**src/rtl/core/four_char_word_machine_executor_core_assert.svh**
```systemverilog
// assertion macros for the word machine core
`ifndef FOUR_CHAR_WORD_MACHINE_EXECUTOR_CORE_ASSERT_SVH
`define FOUR_CHAR_WORD_MACHINE_EXECUTOR_CORE_ASSERT_SVH

// condition that must hold at every edge out of reset
`define FCW_ASSERT_ALWAYS(lbl, cond, msg) \
  lbl: assert property (@(posedge clk) disable iff (rst) (cond)) else $error(msg);

// implication property checked at every edge out of reset
`define FCW_ASSERT_PROP(lbl, prop, msg) \
  lbl: assert property (@(posedge clk) disable iff (rst) prop) else $error(msg);

`endif

```
**src/rtl/core/fcw_ram.sv**
```systemverilog
module fcw_ram #(
  parameter int WIDTH = 8,
  parameter int DEPTH = 16
) (
  input  logic                                   clk,
  input  logic                                   we,
  input  logic [((DEPTH > 1) ? $clog2(DEPTH) : 1)-1:0] waddr,
  input  logic [WIDTH-1:0]                       wdata,
  input  logic                                   re,
  input  logic [((DEPTH > 1) ? $clog2(DEPTH) : 1)-1:0] raddr,
  output logic [WIDTH-1:0]                       rdata
);

  logic [WIDTH-1:0] mem [DEPTH];

  always_ff @(posedge clk) begin
    if (we) mem[waddr] <= wdata;
    if (re) rdata <= mem[raddr];
  end

endmodule

```
**config.mk**
```make
export PLATFORM = sky130hd
export DESIGN_NAME = fcw_ram
export DESIGN_NICKNAME = d
export VERILOG_FILES = /design/src/rtl/core/four_char_word_machine_executor_core_assert.svh /design/src/rtl/core/fcw_ram.sv
export SDC_FILE = /design/constraint.sdc
export NUM_CORES = 1
export LEC_CHECK = 0
export BUFFER_PORTS_ARGS = -buffer_cell sky130_fd_sc_hd__buf_4
export CELL_PAD_IN_SITES_DETAIL_PLACEMENT = 0
export CELL_PAD_IN_SITES_GLOBAL_PLACEMENT = 1
export CORE_MARGIN = 8
export CORE_UTILIZATION = 56
export CTS_BUF_LIST = sky130_fd_sc_hd__clkbuf_8
export DETAILED_ROUTE_END_ITERATION = 7
export PLACE_DENSITY_LB_ADDON = 0.1
export RECOVER_POWER = 50
export SYNTH_ARGS = -nofsm -noshare
export SYNTH_HDL_FRONTEND = slang
export SYNTH_SLANG_ARGS = --single-unit
export TNS_END_PERCENT = 30
```
**constraint.sdc**
```tcl
create_clock -name clk -period 2.1 [get_ports clk]
set_clock_uncertainty 0.1 [all_clocks]
set_input_delay 0.105 -clock clk [delete_from_list [all_inputs] [get_ports clk]]
set_output_delay 0.105 -clock clk [all_outputs]
set_load 0.005 [all_outputs]
```
# After elaboration in Yosys (flattened, before gate mapping)
# Memory sizes are Yosys's and may differ from the RTL's. A register that Yosys moved wholly into a read port is not among the register bits.
# Index checks and enable logic that the tools add are counted.
# Widths: inputs -> output; s select.
# word_totals
input_bits	19
register_bits	0
ram_bits	128
mem_count	1
# mem_list
name	words	width	rd	rd_clocked_by_memory_dff	wr	line	rtl
mem	16	8	1	1	1	fcw_ram.sv:14	logic [WIDTH-1:0] mem [DEPTH];
# classes
n_mux	2
# ops
cell	count
$mux 1	2

# Longest topological paths before layout
# Gate-level depths: netlist (run 1).
# logic_depth
depth_word	2
mapped_depth	5

# Least setup slack after synthesis (run 1)
# No wires, ideal clock.
# synth_timing
path_type	input-to-reg
from	input port waddr[2] (netlist bit)
to	memory mem[0][0] (enable)
t_required_ns	1.617
cell_stages	2
n_path_buf	0
setup_slack_ns	0.402
arrival_ns	1.215
path_cell_list	or3b_2 nor3_1
# synth_rtl
element	line	rtl
start: declaration	fcw_ram.sv:7	input logic [((DEPTH > 1) ? $clog2(DEPTH) : 1)-1:0] waddr,
end: declaration	fcw_ram.sv:14	
# No word-level cell before the write port.

==> results of run 1 <==
-- power breakdown --
part	switching [mW]	internal, mW	total [mW]
Clock	0.928	1.27	2.20
Combinational	0.156	0.139	0.295
Sequential	0.0150	3.06	3.07
Total	1.10	4.47	5.57
-- flip-flops by register name, summed over array words and instances (netlist names) --
| signal | flops |
|---|---|
| rdata | 8 |
| mem | 128 |
-- worst max path at each step --
stage / end
finish: rdata[0]
global placement: rdata[1]
detailed placement: rdata[2]
global route: rdata[2]
floorplan: mem[0][0]
CTS: rdata[2]
-- placed cells by master (no fill, tap or decap), types with 9 or more instances in the layout --
cell type / count
edfxtp_1: 136
clkbuf_8: 17
mux4_2: 18
clkbuf_1: 13
a22oi_1: 16
mux4_1: 14
nor2_1: 13
nand2_1: 9
dlygate4sd3_1: 9
buf_4: 35
-- metal layers --
metal	global-route usage	vias up	share of wire
met5	0	-	0
met4	0.0656	0	0.0058
met3	0.0456	4	0.052
met2	0.257	73	0.50
met1	0.209	1216	0.44
li1	-	1114	-
-- worst register-to-register path, cell delays in order (launching register included) --
cell and delay, ns:
edfxtp_1 0.38, mux4_1 0.51, a22oi_1 0.28, nand2_1 0.10
-- logic make-up (layout without fill, tap and decap cells) --
| logic type | count (synthesis) | after routing | synth area share |
|---|---|---|---|
| AOI/OAI and AO/OA | 16 | 16 | 0.0230 |
| and+or+nand+nor | 35 | 35 | 0.0314 |
| buffers and inverters | 10 | 89 | 0.0165 |
| muxes | 32 | 32 | 0.148 |
| DFF | 136 | 136 | 0.781 |
-- area by class of cell --
type	count	area [um2]
tap	111	139
clock inverter	14	183
sequential	136	4080
clock buffer	17	234
timing repair buffer	58	422
multi-input combinational	83	1060
fill	595	3030
==> impl_metrics.ini, run 1 <==
[setup_path]
critical_path.startpoint = mem[2][0]
r2r_end = rdata[0]
r2r_start = mem[2][0]
crit_family = multiplexers
reg2reg_depth = 3
r2r_setup_slack_ns = 0.48
cp.depth = 3
crit_type = reg -> reg
cp_slowest_cell = mux4_1
end_kind = flop
cp_cell_sequence = mux4_1 > a22oi_1 > nand2_1
arrival_ns = 1.68
required_ns = 2.16
crit_fanout = 1
slowest_delay_ns = 0.51
path_buf_inv = 0
worstSetupStartpointType = flop

[logic_synthesis]
ys_top_cells_by_count = edfxtp_1 (136), mux4_2 (18), a22oi_1 (16)
synth.net_count = 248
synth_top_cell_area_share = 0.781
synth.area.top_cells = edfxtp_1 (78%), mux4_2 (7.8%), mux4_1 (7.0%)
syn_area_um2 = 5230
seq_area_frac_synth = 0.781
synth_cells = 229
synth_flop_cell = edfxtp_1
yosysMostFrequentCell = edfxtp_1
synth_top_area_cell = edfxtp_1
ys_types = 18
avgSynthCellArea_um2 = 22.8
yosys_warnings = 0
ys_ff_latch = 136
synth_edf_count = 136
synthArstFlopShare = 0

[clock_tree]
cts_buffer_depth = 2
cts_setup_buffers = 0
cts-root-buf = clkbuf_8
cts_tree = yes
cts_buffers = 17
cts_sinks = 136
insertion_delay_ns = 0.42
htreeDepth = 4
cts.clk_slew.worst_paths_ns = 0.07
ctsHoldBuffers = 9
cts_resized = 0

[detailed_routing]
drtPass1Iterations = 4
wl_per_cell_um = 22.9
drc = 0
viasPerCell = 5.74
ant_nets = 0
drt_iter0_drc = 145
routed_wl_mm = 9.60
via_count = 2407

[die]
ios = 27
die_y_um = 113
core_um2 = 9150
start_util = 0.571
row_count = 35
die-area_um2 = 12700
die_w_um = 113

[sta]
finalHoldViolCount = 0
layout_setup_ws_ns = 0.483
maxSlewHeadroom = 0.552
slew_violations = 0
rsz0062_at_grt = no
setup-tns-final_ns = 0
period_needed_ns = 1.62
setup_violations = 0
fin_crit_sh = 0.770
hold_slack_ns = 0.103
worstMarginPinSlew_ns = 0.672
fmax_ghz = 0.618

[hold_path]
hold_start = waddr[0]
whs_path_depth = 3
min_path_type = in -> reg
min_to = mem[4][2]

[finish]
n_antenna_cell = 0
postLayoutCellArea_um2 = 6120
drive_above_1_share = 0.273
utilization = 0.668
fin_nets = 315
final_cell_count_no_fill = 419
area_delta_synth_final_pct = 17.0

[placement]
routabilityCongestion = 0.711
pre_cts_ws_ns = 0.257
placed_cell_area_um2 = 5660
dpl.hpwl_mm = 6.33
portBuffers = 26
dp.cells = 379

[pwr]
leakagePower_nw = 2.05
power_mw = 5.57
p_per_area_nw_per_um2 = 910
irDropWorstVdd_v = 0.000442

[global_route]
grt_usage = 0.163
grt_pass1_vias = 2635
grt_max_degree = 33
grt_pass1_wl_mm = 14.8
antenna_found_initial = 0
grt_overflow = 0

[status]
status = complete, no violations

[job]
drv_cap = 0
No activity file was read; power rests on OpenSTA's default activity.
==> run 2: changes to the inputs <==
--- a/config.mk
+++ b/config.mk
@@ -9,7 +9,7 @@
 export CELL_PAD_IN_SITES_DETAIL_PLACEMENT = 0
 export CELL_PAD_IN_SITES_GLOBAL_PLACEMENT = 1
 export CORE_MARGIN = 8
-export CORE_UTILIZATION = 56
+export CORE_UTILIZATION = 50
 export CTS_BUF_LIST = sky130_fd_sc_hd__clkbuf_8
 export DETAILED_ROUTE_END_ITERATION = 7
 export PLACE_DENSITY_LB_ADDON = 0.1
==> constraint.sdc (replaced) <==
create_clock -name clk -period 1.3 [get_ports clk]
set_clock_uncertainty 0.1 [all_clocks]
set_input_delay 0.065 -clock clk [delete_from_list [all_inputs] [get_ports clk]]
set_output_delay 0.065 -clock clk [all_outputs]
set_load 0.005 [all_outputs]
==> impl_metrics.ini, run 2 (synthesis results as in run 1) <==
[status]
status = finished with violations
violations = setup timing

[clock_tree]
cts.clk_slew.worst_paths_ns = 0.08
cts_tree = yes
cts-root-buf = clkbuf_8
cts_setup_buffers = 0
insertion_delay_ns = 0.44
htreeDepth = 4
cts_buffer_depth = 2
cts_sinks = 136
cts_buffers = 17

[pwr]
p_clk_frac = 0.409
irDropWorstVdd_v = 0.000721
swShare = 0.200
p_per_area_nw_per_um2 = 1500
power_mw = 9.31
combPwrFrac = 0.058
p_sw_mw = 1.86
leakagePower_nw = 2.07
pwr-share-seq = 0.533
internal-power_mw = 7.45

[sta]
fmax_ghz = 0.639
maxSlewHeadroom = 0.489
period_needed_ns = 1.57
fin_crit_sh = 1.20
rsz0062_at_grt = yes
hold_slack_ns = 0.0600
slew_violations = 0
finalHoldViolCount = 0
worstMarginPinSlew_ns = 0.767
setup-tns-final_ns = -1.80
layout_setup_ws_ns = -0.265
setup_violations = 8

[setup_path]
crit_fanout = 1
slowest_delay_ns = 0.47
worstSetupStartpointType = flop
r2r_end = rdata[7]
endpoint = rdata[7]
arrival_ns = 1.66
required_ns = 1.39
critical_path.startpoint = mem[3][7]
r2r_start = mem[3][7]
end_kind = flop
cp_cell_sequence = mux4_2 > a22oi_1 > buf_4 > nand2_2
reg2reg_depth = 4
r2r_setup_slack_ns = -0.27
crit_type = reg -> reg
cp_slowest_cell = mux4_2

[hold_path]
hold_start = waddr[0]
min_path_type = in -> reg

[placement]
dpl.hpwl_mm = 6.79
portBuffers = 26
routabilityCongestion = 0.745
placed_cell_area_um2 = 5720
pre_cts_ws_ns = -0.441
dp.cells = 411

[detailed_routing]
ant_nets = 0
drc = 0
drtPass1Iterations = 4
viasPerCell = 5.55
drt_iter0_drc = 175
wl_per_cell_um = 23.3
via_count = 2509
routed_wl_mm = 10.5

[finish]
largest_register_ffs = 128
n_antenna_cell = 0
final_cell_count_no_fill = 452
largest-register = mem
utilization = 0.609
area_delta_synth_final_pct = 19.1
fillers = 752
drive_above_1_share = 0.367
top_regs = mem (128), rdata (8)
fin_nets = 322
final_cell_mix = edfxtp_1 (136), buf_4 (41), mux4_2 (32)
postLayoutCellArea_um2 = 6230
final_common_cell = edfxtp_1

[die]
row_count = 37
start_util = 0.511
die_y_um = 118
die-area_um2 = 14000
die_w_um = 118
core_um2 = 10200
ios = 27

[global_route]
antenna_found_initial = 0
grt_overflow = 0
grt_max_degree = 23
grt_usage = 0.161
grt_pass1_vias = 2666
grt_pass1_wl_mm = 16.2

[job]
drv_cap = 0
run 2: cell count changes in the layout (fill, tap and decap cells not counted), sizes merged:
cell,before,now
bufinv,4,5
clkbuf,30,29
clkinv,7,8
clkinvlp,3,2
buf,36,44
run 2: layout make-up:
type / count / area (um2) / share of cell area
clock buffers: 17 / 234 / 0.0376
clock inverters: 15 / 208 / 0.0333
multi-input cells: 83 / 1020 / 0.164
flip-flops and latches: 136 / 4080 / 0.656
well taps: 136 / 170 / 0.0273
repair buffers: 65 / 510 / 0.0820
run 2: what timing repair did:
action | in CTS | in global routing
endpoints found under the setup margin | 8 | 8
hold endpoints to repair | 136 | 0
gates resized for setup | 3 | 0
hold buffers | 9 | 0
run 2: power by group through the flow:
stage          Sequential [mW]  Combinational (mW)  Clock (mW)
2_1_floorplan             5.05               0.272           0
6_report                  4.96               0.539        3.81
3_3_place_gp              5.06               0.531           0
3_5_place_dp              5.06               0.536           0
5_1_grt                   4.97               0.585        4.07
4_1_cts                   4.96               0.565        3.87
run 2: how the worst min path moves through the flow:
stage	endpoint	cells after the start	slack (ns)
final	mem[0][1]	3	0.06
after global routing	mem[0][1]	3	0.04
after CTS	mem[0][1]	3	0.03
after detailed placement	rdata[1]	1	0.29
after global placement	mem[15][6]	1	0.28
after floorplan	mem[0][0]	0	0.06
run 2: critical path, delay by kind of cell (launching register included):
family / cells / cell delay, ns
AND/OR/NAND/NOR: 1 / 0.05
AO/OA/AOI/OAI: 1 / 0.18
multiplexers: 1 / 0.47
flip-flops: 1 / 0.38
buffers and inverters: 1 / 0.15
run 2: routing by layer:
layer	wire length, um	global-route usage
met1	4740	0.228
met2	4800	0.225
met3	826	0.0538
met4	152	0.0616
met5	0	0
==> run 3: changes to the inputs <==
--- a/config.mk
+++ b/config.mk
@@ -17,4 +17,3 @@
 export SYNTH_ARGS = -nofsm -noshare
 export SYNTH_HDL_FRONTEND = slang
 export SYNTH_SLANG_ARGS = --single-unit
-export TNS_END_PERCENT = 30
==> impl_metrics.ini, run 3 (synthesis results as in run 1) <==
[finish]
final_cell_mix = edfxtp_1 (136), mux4_2 (32), buf_4 (31)
fin_nets = 317
top_regs = mem (128), rdata (8)
drive_above_1_share = 0.338
fillers = 757
postLayoutCellArea_um2 = 6120
largest_register_ffs = 128
final_common_cell = edfxtp_1
largest-register = mem
n_antenna_cell = 0
area_delta_synth_final_pct = 17.2

[setup_path]
arrival_ns = 1.65
end_kind = flop
worstSetupStartpointType = flop
crit_fanout = 1
crit_type = reg -> reg
required_ns = 1.37

[detailed_routing]
via_count = 2455
viasPerCell = 5.49
drc = 0
wl_per_cell_um = 22.6
drt_iter0_drc = 171
routed_wl_mm = 10.1
drtPass1Iterations = 4
ant_nets = 0

[sta]
fmax_ghz = 0.633
slew_violations = 0
setup-tns-final_ns = -1.78
hold_slack_ns = 0.0650
worstMarginPinSlew_ns = 0.794
setup_violations = 8
finalHoldViolCount = 0
maxSlewHeadroom = 0.471
fin_crit_sh = 1.21
period_needed_ns = 1.58
rsz0062_at_grt = yes
layout_setup_ws_ns = -0.279

[status]
status = finished with violations
violations = setup timing

[clock_tree]
htreeDepth = 4
cts_setup_buffers = 0
cts-root-buf = clkbuf_8
cts_buffers = 17
cts_buffer_depth = 2
cts.clk_slew.worst_paths_ns = 0.07
cts_tree = yes
insertion_delay_ns = 0.42
cts_sinks = 136

[global_route]
grt_max_degree = 20
grt_pass1_wl_mm = 15.5
antenna_found_initial = 0
grt_usage = 0.154
grt_pass1_vias = 2574
grt_overflow = 0

[pwr]
p_per_area_nw_per_um2 = 1400
leakagePower_nw = 2.01
irDropWorstVdd_v = 0.000603

[placement]
portBuffers = 26
placed_cell_area_um2 = 5710
routabilityCongestion = 0.713
dpl.hpwl_mm = 6.68

[hold_path]
min_path_type = in -> reg

[die]
ios = 27
core_um2 = 10200
die_y_um = 118
row_count = 37
die_w_um = 118
start_util = 0.511
die-area_um2 = 14000

[job]
drv_cap = 0
## run 3: worst paths after layout
check	end	startpoint	cells past startpoint	slack, ns
worst min register to register	rdata[3]	mem[10][3]	3	0.66
worst max-delay path	rdata[5]	mem[10][5]	3	-0.28
worst max register to register	rdata[5]	mem[10][5]	3	-0.28
worst min-delay path	mem[4][0]	waddr[0]	3	0.06
## run 3: routing by layer
metal / wire length [um] / global-route usage
met2: 4960 / 0.238
met5: 0 / 0
met3: 386 / 0.0538
met4: 76 / 0.0528
met1: 4700 / 0.199
## run 3: worst max-delay path: stages (launching register included)
cell      delay (ns)
edfxtp_1        0.39
mux4_2          0.51
a22oi_2         0.25
nand2_1         0.08
## run 3: layout make-up
class / instances / area (um2) / share of cell area
tap: 136 / 170 / 0.0278
multi-input combinational: 83 / 1040 / 0.171
sequential: 136 / 4080 / 0.667
clock buffer: 17 / 234 / 0.0382
clock inverter: 15 / 120 / 0.0196
timing repair buffer: 60 / 472 / 0.0770
## run 3: what timing repair did
action	4_1_cts	5_1_grt
hold buffers	9	0
resized for setup	5	0
endpoints found under the setup margin	8	8
hold endpoints to repair	136	0
## run 3: power breakdown
| part | total (mW) | switching, mW | internal [mW] |
|---|---|---|---|
| clock | 3.10 | 1.46 | 1.63 |
| combinational | 0.539 | 0.288 | 0.251 |
| sequential | 4.96 | 0.0252 | 4.94 |
| total | 8.60 | 1.78 | 6.82 |
## run 3: metrics by stage
step / worst slack [ns] / util / instances / power, mW
floorplan: -0.131 / - / 229 / 5.33
finish: -0.279 / 0.599 / 447 / 8.60
global route: -0.304 / 0.599 / 447 / 8.91
CTS: -0.273 / 0.604 / 447 / 8.71
global placement: -0.467 / 0.558 / 406 / 5.59
detailed placement: -0.467 / 0.558 / 406 / 5.59
